===== src/sv/sle_pkg.sv =====
// Shared types and constants for the sprite line evaluation block.
// No dependencies; imported by sle_attr_mem and sprite_line_evaluation_core.
`default_nettype none

package sle_pkg;

   // Scan sizing
   localparam int ENTRY_COUNT  = 64;
   localparam int MAX_PER_LINE = 8;
   localparam int RESULT_LIMIT = 8;
   localparam int SEL_CAP      = (MAX_PER_LINE < RESULT_LIMIT) ? MAX_PER_LINE : RESULT_LIMIT;

   // Attribute memory geometry: 256 bytes as 64 rows of one four-byte entry
   localparam int MEM_BYTES       = 256;
   localparam int BYTES_PER_ENTRY = 4;
   localparam int ROW_COUNT       = MEM_BYTES / BYTES_PER_ENTRY;
   localparam int ROW_W           = $clog2(ROW_COUNT);
   localparam int LANE_W          = $clog2(BYTES_PER_ENTRY);
   localparam int WORD_W          = 8 * BYTES_PER_ENTRY;

   localparam int IDX_W = $clog2(ENTRY_COUNT + 1);
   localparam int CNT_W = $clog2(SEL_CAP + 1);

   localparam logic [7:0] TOP_LIMIT    = 8'hEF;
   localparam logic [8:0] HEIGHT_TALL  = 9'd16;
   localparam logic [8:0] HEIGHT_SHORT = 9'd8;

   // Transaction kinds
   localparam logic [1:0] KIND_SET_PTR = 2'd0;
   localparam logic [1:0] KIND_WRITE   = 2'd1;
   localparam logic [1:0] KIND_EVAL    = 2'd2;

   typedef struct packed {
      logic [1:0] kind;
      logic [7:0] data_byte;
      logic [7:0] cur_line;
   } req_type;

   typedef struct packed {
      logic       found;
      logic [7:0] sprite_x;
      logic [7:0] sprite_top;
      logic [7:0] sprite_attr;
      logic [7:0] sprite_tile;
      logic       entry_zero;
      logic       last;
   } rsp_type;

   // Memory byte write port
   typedef struct packed {
      logic       en;
      logic [7:0] addr;
      logic [7:0] data;
   } sle_wr_type;

   // Memory row read port
   typedef struct packed {
      logic             en;
      logic [ROW_W-1:0] row;
   } sle_rd_type;

endpackage

`default_nettype wire


===== src/sv/sle_attr_mem.sv =====
// Sprite attribute memory: byte-write, row-read synchronous RAM with a registered read.
// Rows never written since reset read as zero. Depends on sle_pkg.
`default_nettype none

module sle_attr_mem
   import sle_pkg::*;
(
   input  wire logic              clock,
   input  wire logic              reset,
   input  wire sle_wr_type        wr,
   input  wire sle_rd_type        rd,
   output      logic [WORD_W-1:0] rd_word
);

   logic [WORD_W-1:0]          mem [ROW_COUNT];
   logic [ROW_COUNT-1:0]       row_valid_ff;
   logic [WORD_W-1:0]          rd_data_ff;
   logic                       rd_valid_ff;

   logic [ROW_W-1:0]           wr_row;
   logic [LANE_W-1:0]          wr_lane;
   logic [BYTES_PER_ENTRY-1:0] wr_be;
   logic [WORD_W-1:0]          wr_word;

   assign wr_row  = wr.addr[7:LANE_W];
   assign wr_lane = wr.addr[LANE_W-1:0];

   // First write to a row fills the other lanes with zero
   always_comb begin
      wr_word = '0;
      wr_word[wr_lane*8 +: 8] = wr.data;
      if (row_valid_ff[wr_row]) begin
         wr_be = '0;
         wr_be[wr_lane] = 1'b1;
      end else begin
         wr_be = '1;
      end
   end

   always_ff @(posedge clock) begin
      if (wr.en) begin
         for (int i = 0; i < BYTES_PER_ENTRY; i++) begin
            if (wr_be[i]) begin
               mem[wr_row][i*8 +: 8] <= wr_word[i*8 +: 8];
            end
         end
      end
   end

   always_ff @(posedge clock) begin
      if (rd.en) begin
         rd_data_ff <= mem[rd.row];
      end
   end

   always_ff @(posedge clock) begin
      if (reset) begin
         row_valid_ff <= '0;
         rd_valid_ff  <= 1'b0;
      end else begin
         if (wr.en) begin
            row_valid_ff[wr_row] <= 1'b1;
         end
         if (rd.en) begin
            rd_valid_ff <= row_valid_ff[rd.row];
         end
      end
   end

   assign rd_word = rd_valid_ff ? rd_data_ff : '0;

`ifndef SYNTHESIS
   // Single port in practice: the core never reads and writes together
   a_no_rd_wr_overlap: assert property (@(posedge clock) disable iff (reset)
      !(wr.en && rd.en))
      else $error("attribute memory read and write in the same cycle");

   // A written row stays valid until reset
   a_row_stays_valid: assert property (@(posedge clock) disable iff (reset)
      wr.en |=> row_valid_ff[$past(wr_row)])
      else $error("row valid flag lost after write");

   // Read data of an unwritten row is forced to zero
   a_unwritten_zero: assert property (@(posedge clock) disable iff (reset)
      !rd_valid_ff |-> (rd_word == '0))
      else $error("unwritten row read as nonzero");
`endif

endmodule

`default_nettype wire


===== src/sv/sprite_line_evaluation_core.sv =====
// Sprite line evaluation core: attribute memory, pointer and line scan sequencer.
// Depends on sle_pkg and sle_attr_mem.
//
// Usage:
//  - req channel (valid/ready) carries one transaction per item: set the byte
//    pointer, write one byte at the pointer and advance it (wraps at 255), or
//    evaluate the line after req_data.cur_line. An unused kind is dropped.
//  - rsp channel (valid/ready) returns one transaction per selected sprite, in
//    memory order, the final one flagged by last; with no match a single
//    not-found transaction (found = 0, last = 1) is sent.
//  - csr_write_enable/csr_write_data set the 8x16 sprite mode; write only idle.
// Timing:
//  - Pointer and byte writes keep req_ready high.
//  - Evaluation reads one four-byte entry per cycle from the attribute RAM
//    while rsp does not stall; the eighth match ends the scan early. A
//    match is emitted when the next one is found or the scan ends, so
//    last is known when a transaction is presented.
//  - rsp has a one-deep output register: a new request is taken while the
//    final result still waits. If rsp stalls mid-scan, the scan holds.
// Reset: pointer and mode clear; the RAM reads as zero through per-row valid
//  flags, so no clearing pass is needed and requests are taken at once.
`default_nettype none

module sprite_line_evaluation_core
   import sle_pkg::*;
(
   input  wire logic    clock,
   input  wire logic    reset,
   input  wire logic    req_valid,
   output      logic    req_ready,
   input  wire req_type req_data,
   output      logic    rsp_valid,
   input  wire logic    rsp_ready,
   output      rsp_type rsp_data,
   input  wire logic    csr_write_enable,
   input  wire logic    csr_write_data
);

   localparam logic [1:0] ST_IDLE  = 2'd0;
   localparam logic [1:0] ST_SCAN  = 2'd1;
   localparam logic [1:0] ST_FLUSH = 2'd2;

   logic [1:0]       state_ff, state_in;
   logic [7:0]       ptr_ff, ptr_in;
   logic             tall_ff;
   logic [8:0]       line_ff, line_in;
   logic [IDX_W-1:0] idx_ff, idx_in;       // next entry to read
   logic [IDX_W-1:0] ev_idx_ff, ev_idx_in; // entry whose data sits at the RAM output
   logic             ev_valid_ff, ev_valid_in;
   logic [CNT_W-1:0] cnt_ff, cnt_in;
   rsp_type          pend_ff, pend_in;     // newest match, held until its last flag is known
   logic             pend_valid_ff, pend_valid_in;
   rsp_type          rsp_ff, rsp_in;
   logic             rsp_valid_ff, rsp_valid_in;

   sle_wr_type       mem_wr;
   sle_rd_type       mem_rd;
   logic [WORD_W-1:0] entry_word;

   logic       req_fire;
   logic       out_free;
   logic [7:0] ent_y, ent_tile, ent_attr, ent_x, ent_top;
   logic [8:0] top_ext, height;
   logic       match;
   logic       ev_go, hit_cap, scan_done_idx;
   rsp_type    match_rsp, not_found_rsp;

   sle_attr_mem u_mem (
      .clock   (clock),
      .reset   (reset),
      .wr      (mem_wr),
      .rd      (mem_rd),
      .rd_word (entry_word)
   );

   assign req_ready = (state_ff == ST_IDLE);
   assign req_fire  = req_valid && req_ready;
   assign out_free  = !rsp_valid_ff || rsp_ready;
   assign rsp_valid = rsp_valid_ff;
   assign rsp_data  = rsp_ff;

   // Entry layout: y, tile, attributes, x
   assign ent_y    = entry_word[7:0];
   assign ent_tile = entry_word[15:8];
   assign ent_attr = entry_word[23:16];
   assign ent_x    = entry_word[31:24];
   assign ent_top  = ent_y + 8'd1;
   assign top_ext  = {1'b0, ent_top};
   assign height   = tall_ff ? HEIGHT_TALL : HEIGHT_SHORT;

   // Tops past the visible area never match
   assign match = ev_valid_ff && (ent_top <= TOP_LIMIT)
                  && (line_ff >= top_ext) && (line_ff < (top_ext + height));

   always_comb begin
      match_rsp             = '0;
      match_rsp.found       = 1'b1;
      match_rsp.sprite_x    = ent_x;
      match_rsp.sprite_top  = ent_top;
      match_rsp.sprite_attr = ent_attr;
      match_rsp.sprite_tile = ent_tile;
      match_rsp.entry_zero  = (ev_idx_ff == '0);
      not_found_rsp         = '0;
      not_found_rsp.last    = 1'b1;
   end

   // Hold the entry in the RAM output while an earlier match cannot move out
   assign ev_go         = ev_valid_ff && !(match && pend_valid_ff && !out_free);
   assign hit_cap       = ev_go && match && (cnt_ff == CNT_W'(SEL_CAP - 1));
   assign scan_done_idx = (idx_ff == IDX_W'(ENTRY_COUNT));

   always_comb begin
      state_in      = state_ff;
      ptr_in        = ptr_ff;
      line_in       = line_ff;
      idx_in        = idx_ff;
      ev_idx_in     = ev_idx_ff;
      ev_valid_in   = ev_valid_ff;
      cnt_in        = cnt_ff;
      pend_in       = pend_ff;
      pend_valid_in = pend_valid_ff;
      rsp_in        = rsp_ff;
      rsp_valid_in  = rsp_valid_ff && !rsp_ready;
      mem_wr        = '0;
      mem_rd        = '0;

      case (state_ff)
         ST_IDLE: begin
            if (req_fire) begin
               case (req_data.kind)
                  KIND_SET_PTR: begin
                     ptr_in = req_data.data_byte;
                  end
                  KIND_WRITE: begin
                     mem_wr.en   = 1'b1;
                     mem_wr.addr = ptr_ff;
                     mem_wr.data = req_data.data_byte;
                     ptr_in      = ptr_ff + 8'd1;
                  end
                  KIND_EVAL: begin
                     line_in     = {1'b0, req_data.cur_line} + 9'd1;
                     idx_in      = '0;
                     cnt_in      = '0;
                     ev_valid_in = 1'b0;
                     state_in    = ST_SCAN;
                  end
                  default: begin
                  end
               endcase
            end
         end

         ST_SCAN: begin
            if (ev_go && match) begin
               if (pend_valid_ff) begin
                  rsp_in       = pend_ff;
                  rsp_valid_in = 1'b1;
               end
               pend_in       = match_rsp;
               pend_valid_in = 1'b1;
               cnt_in        = cnt_ff + CNT_W'(1);
            end
            if ((!ev_valid_ff || ev_go) && (hit_cap || scan_done_idx)) begin
               ev_valid_in = 1'b0;
               state_in    = ST_FLUSH;
            end else if (!ev_valid_ff || ev_go) begin
               mem_rd.en   = 1'b1;
               mem_rd.row  = ROW_W'(idx_ff);
               ev_idx_in   = idx_ff;
               ev_valid_in = 1'b1;
               idx_in      = idx_ff + IDX_W'(1);
            end
         end

         ST_FLUSH: begin
            if (out_free) begin
               rsp_valid_in = 1'b1;
               if (pend_valid_ff) begin
                  rsp_in      = pend_ff;
                  rsp_in.last = 1'b1;
               end else begin
                  rsp_in = not_found_rsp;
               end
               pend_valid_in = 1'b0;
               state_in      = ST_IDLE;
            end
         end

         default: begin
            state_in = ST_IDLE;
         end
      endcase
   end

   always_ff @(posedge clock) begin
      if (reset) begin
         state_ff      <= ST_IDLE;
         ptr_ff        <= '0;
         tall_ff       <= 1'b0;
         ev_valid_ff   <= 1'b0;
         pend_valid_ff <= 1'b0;
         rsp_valid_ff  <= 1'b0;
         idx_ff        <= '0;
         cnt_ff        <= '0;
      end else begin
         state_ff      <= state_in;
         ptr_ff        <= ptr_in;
         ev_valid_ff   <= ev_valid_in;
         pend_valid_ff <= pend_valid_in;
         rsp_valid_ff  <= rsp_valid_in;
         idx_ff        <= idx_in;
         cnt_ff        <= cnt_in;
         if (csr_write_enable) begin
            tall_ff <= csr_write_data;
         end
      end
   end

   always_ff @(posedge clock) begin
      line_ff   <= line_in;
      ev_idx_ff <= ev_idx_in;
      pend_ff   <= pend_in;
      rsp_ff    <= rsp_in;
   end

`ifndef SYNTHESIS
   // No match is left pending between evaluations
   a_pend_empty_idle: assert property (@(posedge clock) disable iff (reset)
      (state_ff == ST_IDLE) |-> !pend_valid_ff)
      else $error("pending match outside of an evaluation");

   // Match count never passes the per-line cap
   a_cnt_bound: assert property (@(posedge clock) disable iff (reset)
      cnt_ff <= CNT_W'(SEL_CAP))
      else $error("match count above cap");

   // Entry data in flight only while scanning
   a_ev_in_scan: assert property (@(posedge clock) disable iff (reset)
      ev_valid_ff |-> (state_ff == ST_SCAN))
      else $error("entry stage valid outside scan");

   // Leaving flush always presents a final transaction
   a_flush_last: assert property (@(posedge clock) disable iff (reset)
      (state_ff == ST_FLUSH && out_free) |=> (rsp_valid_ff && rsp_ff.last))
      else $error("evaluation ended without a last transaction");

   // Mid-scan pushes are never flagged last
   a_scan_not_last: assert property (@(posedge clock) disable iff (reset)
      (state_ff == ST_SCAN && rsp_valid_in && !(rsp_valid_ff && !rsp_ready))
      |=> !rsp_ff.last)
      else $error("last flag set before the scan ended");
`endif

endmodule

`default_nettype wire

===== config.mk =====
export PLATFORM = sky130hd
export DESIGN_NAME = sprite_line_evaluation_core
export DESIGN_NICKNAME = d
export VERILOG_FILES = /design/src/sv/sle_pkg.sv /design/src/sv/sle_attr_mem.sv /design/src/sv/sprite_line_evaluation_core.sv
export SDC_FILE = /design/constraint.sdc
export NUM_CORES = 2
export LEC_CHECK = 0
export ABC_CLOCK_PERIOD_IN_PS = 6100
export BUFFER_PORTS_ARGS = -buffer_cell sky130_fd_sc_hd__buf_2
export CAP_MARGIN = 20
export CORE_MARGIN = 2
export CORE_UTILIZATION = 55
export CTS_CLUSTER_DIAMETER = 120
export DETAILED_ROUTE_END_ITERATION = 8
export PLACE_DENSITY = 0.82
export SLEW_MARGIN = 20
export SYNTH_ARGS = -nofsm -noshare
export SYNTH_HDL_FRONTEND = slang
export SYNTH_HIERARCHICAL = 1
export SYNTH_SLANG_ARGS = --single-unit

===== constraint.sdc =====
create_clock -name clock -period 6.1 [get_ports clock]
set_clock_uncertainty 0.05 [all_clocks]
set_input_delay 0.915 -clock clock [delete_from_list [all_inputs] [get_ports clock]]
set_output_delay 0.915 -clock clock [all_outputs]
set_load 0.05 [all_outputs]

==> results.txt <==
* Hold violation total from the final report: 0
- In this run the worst path has a maximum fanout of 14.
* Share of synthesized flip-flops with an asynchronous set or reset: 0%
- Number of pins with negative max-slew slack in the final report: 0
- The die is ~410 um tall.
- Power Dens Cells: ~310 nW/um2
- Port buffering added 60 buffers.
- No sink is reached through more buffers than the 3 on the longest clock path.
* Total half-perimeter wirelength after legalization and detailed placement: approximately 150000 um
- The number of global-route vias before repair came to 47600.
- After floorplanning, the core was sized to cover 161000 um2.
- After synthesis, the most frequently instantiated cells are sky130_fd_sc_hd__edfxtp_1, sky130_fd_sc_hd__mux4_2, sky130_fd_sc_hd__a21oi_1.
- For this run, the leading register cell type out of synthesis is sky130_fd_sc_hd__edfxtp_1.
* Syn. warnings: 6
* Fraction of layout cells with a size suffix above 1: 30.1%
- The synthesized netlist occupies a cell area of 89100 um2.
* Fraction of the yosys area taken by sequential cells: ~75%
- Clock net sink count: between 2000 and 2500
- Summing internal, switching and leakage power gives approximately 31000 uW.
- The filler cells instantiated in the layout total between 10000 and 15000.
- For the pin with the worst max-slew slack, the measured transition is ~1.2 ns.
- TritonCTS built the clock tree.
* Utilization after layout: ~63%
* Clock insertion delay at the later pin of the skew report: around 0.9 ns
* Kind of capture point of the worst setup path: register
* Initial antenna violation count: 23
* Die X: ~410 um
- Once routing completed, OpenROAD measured the worst setup slack at 0.139 ns.
* Area delta synth->final: 13.2%
- The worst path in the final design needs a cycle of approximately 6.0 ns, including I/O delays and setup.
- Cell with the biggest individual delay on the critical path: sky130_fd_sc_hd__mux4_2
- Of all cell types, the one taking the most synthesized area is sky130_fd_sc_hd__edfxtp_1.
- Row Count: between 100 and 150
* Relative max-transition margin: between 20% and 30%
- Maximum single-stage delay on the critical path: 0.59 ns
* Root cell of the clock tree: sky130_fd_sc_hd__clkbuf_16
- The synthesized netlist contains 80 unique library cells.
- STA classifies the critical path startpoint as a register.
- Setup Viol. Count Final: 0
- Violated checks: design-rule violations
- Final Cycle Share: 97.7%
- Area enclosed by the die boundary: 165000 um2
- The first global-routing pass estimated around 360000 um of wire.
- Boundary Pins: 61
- Summed over all cells, the static leakage comes to around 0.028 uW.
- Crit-path leading delay family: multiplexers
- Final Hold Slack: about 0.26 ns
- Peak clock frequency supported by timing: approximately 170 MHz
- Using the TritonRoute via totals, the vias-per-cell ratio works out to ~7.0.
- Timing analysis after detailed placement gives a worst setup slack of -0.103 ns.
- A synthesized cell averages around 21 um2.
* Initial core utilization: approximately 55%
- CP Data Arrival Time: approximately 6.5 ns
* Most common cell in the netlist: sky130_fd_sc_hd__edfxtp_1
- After technology mapping, the gate count stands at around 4200.
* Gr ovfl total: 0
- Post-DR wirelength/cell: around 37 um
* Worst setup path category: register to register
- Entering global routing, the biggest net connects 81 pins.
* Combined flip-flop and latch cell area: about 67000 um2
- The congestion estimate from routability-driven global placement came to between 0.9 and 1.
* DRC violations left: 1
* Number of nets produced by synthesis: between 4000 and 5000
* Clock input transition at the sequential cells of the worst setup and hold paths: around 0.07 ns
* Maximum vdd ir drop: roughly 0.00035 V
* Global router's overall resource usage: just over 30%
- Most frequent CP cell: sky130_fd_sc_hd__mux4_2
- Number of enable flip-flop cells after synthesis: approximately 2200
- At the worst endpoint, the required time is between 6 and 7 ns.
- Across the run, the number of max-cap violations was 0.
- Top cells by area, synth: sky130_fd_sc_hd__edfxtp_1, sky130_fd_sc_hd__mux4_2, sky130_fd_sc_hd__dfxtp_1
* Area share of the leading cell type in the synthesized netlist: 73.0%
- Hold WC Path Type: primary input to register
- Total number of nets in the final design: 4562
* Register bit total from synthesis: 2254
- Before antenna repair, the detailed router went through 9 iterations.
- Via count: a little under 50000
- Final ANT Viol Nets: 0
* Count of H-tree levels built during CTS: 4
- Outcome: finished with violations
- Counting the buffers created by CTS gives around 200.
* Critical path, cell by cell: and2_1 > ha_2 > nand3_2 > xnor2_4 > ha_1 > a21oi_1 > nor2_1 > xnor2_1 > ha_1 > a2111o_1 > o21ai_2 > nand4_4 > nor2_4 > nor3_4 > buf_4 > buf_12 > buf_16 > buf_4 > mux4_2 > mux4_2 > mux4_2
- Summed over all layers, the routed wires come to approximately 250000 um.
- The multi-input combinational cells in the finished layout cover a total of between 20000 and 25000 um2.
- Together, buffers and inverters on the worst path number 4.
* Violation count after the first detailed-route iteration: just under 9000
-- flip-flops by register name (all words and copies together) (netlist names), 2 cells and up --
register / count
idx_ff: 7
ev_idx_ff: 7
pend_ff: 33
cnt_ff: 4
u_mem/mem: 2048
ptr_ff: 8
state_ff: 2
u_mem/row_valid_ff: 64
rsp_data: 35
u_mem/rd_data_ff: 32
line_ff: 9
-- cell usage in the layout (no fill, tap or decap), drive strengths merged, types with 9 or more instances in the layout --
| cell | instances |
|---|---|
| nand3 | 26 |
| edfxtp | 2164 |
| nand4 | 9 |
| a21oi | 222 |
| nand3b | 10 |
| o21ai | 16 |
| xnor2 | 12 |
| bufinv | 22 |
| mux4 | 675 |
| clkbuf | 247 |
| a211oi | 15 |
| inv | 50 |
| buf | 336 |
| and3 | 14 |
| nand2 | 105 |
| dfxtp | 90 |
| and2 | 112 |
| clkinvlp | 11 |
| clkinv | 100 |
| nor2 | 222 |
| ha | 29 |
| nor4 | 11 |
| nor3 | 26 |
| a31oi | 9 |
| mux2i | 41 |
| diode | 20 |
| nor2b | 16 |
-- through the flow --
stage               setup TNS (ns)  area, um2  instances
finish                           0     101000       6864
global route               -0.0240     101000       6845
CTS                        -0.0294     101000       6834
detailed placement          -0.277      93700       6450
global placement            -0.134      93700       6448
floorplan                        0      89100       4208
-- path summary, 6_finish.rpt --
path	start	endpoint	slack, ns	cells past startpoint
worst max-delay path	u_mem/rd_valid_ff$_SDFFE_PP0P_	u_mem/rd_data_ff[1]$_DFFE_PP_	0.14	21
worst min-delay path	req_data[0]	line_ff[0]$_DFFE_PP_	0.26	2
worst min register to register	u_mem/row_valid_ff[56]$_SDFFE_PP0P_	u_mem/row_valid_ff[56]$_SDFFE_PP0P_	0.43	2
worst max register to register	u_mem/rd_valid_ff$_SDFFE_PP0P_	u_mem/rd_data_ff[1]$_DFFE_PP_	0.14	21
-- repair_timing --
| item | in CTS | in global routing |
|---|---|---|
| cloned | 1 | 3 |
| hold endpoints to repair | 0 | 0 |
| setup buffers | 3 | 7 |
| pin swaps | 1 | 2 |
| resized for setup | 6 | 10 |
| setup endpoints to repair | 33 | 33 |
| hold buffers | 0 | 0 |
-- routing by layer --
layer,global-route usage (%),wire length [um],part of all wire [%],vias to the layer above
li1,-,-,-,18100
met1,38.3,81000,32,24600
met2,49.2,122000,48,4429
met3,10.1,34600,14,1040
met4,16.2,16700,6.6,34
met5,0.535,437,0.17,-
-- final cells by class --
class / count / share of cell area (%)
repair buffers: 340 / 3.09
flip-flops and latches: 2254 / 66.3
diodes: 20 / 0.0497
inverters: 47 / 0.175
multi-input cells: 1663 / 21.1
clock buffers: 244 / 5.25
well taps: 2160 / 2.68
clock inverters: 136 / 1.42
-- report_power, final --
part / internal (uW) / leakage [uW] / switching (uW)
logic: 326 / 0.00692 / 970
clock network: 7160 / 0.00325 / 5800
registers: 17000 / 0.0175 / 98.4
-- cells by family (layout without fill, tap and decap cells) --
family	count (synthesis)	after routing	share of synthesized area [%]
and+or+nand+nor	575	575	3.18
other	0	20	0
muxes	721	721	17.6
adders and majority gates	30	30	0.430
xor gates and xnor gates	16	16	0.187
DFF	2254	2254	75.0
AOI/OAI and AO/OA	321	321	2.16
buffers and inverters	291	767	1.46
Power figures use the tool's default switching activity.
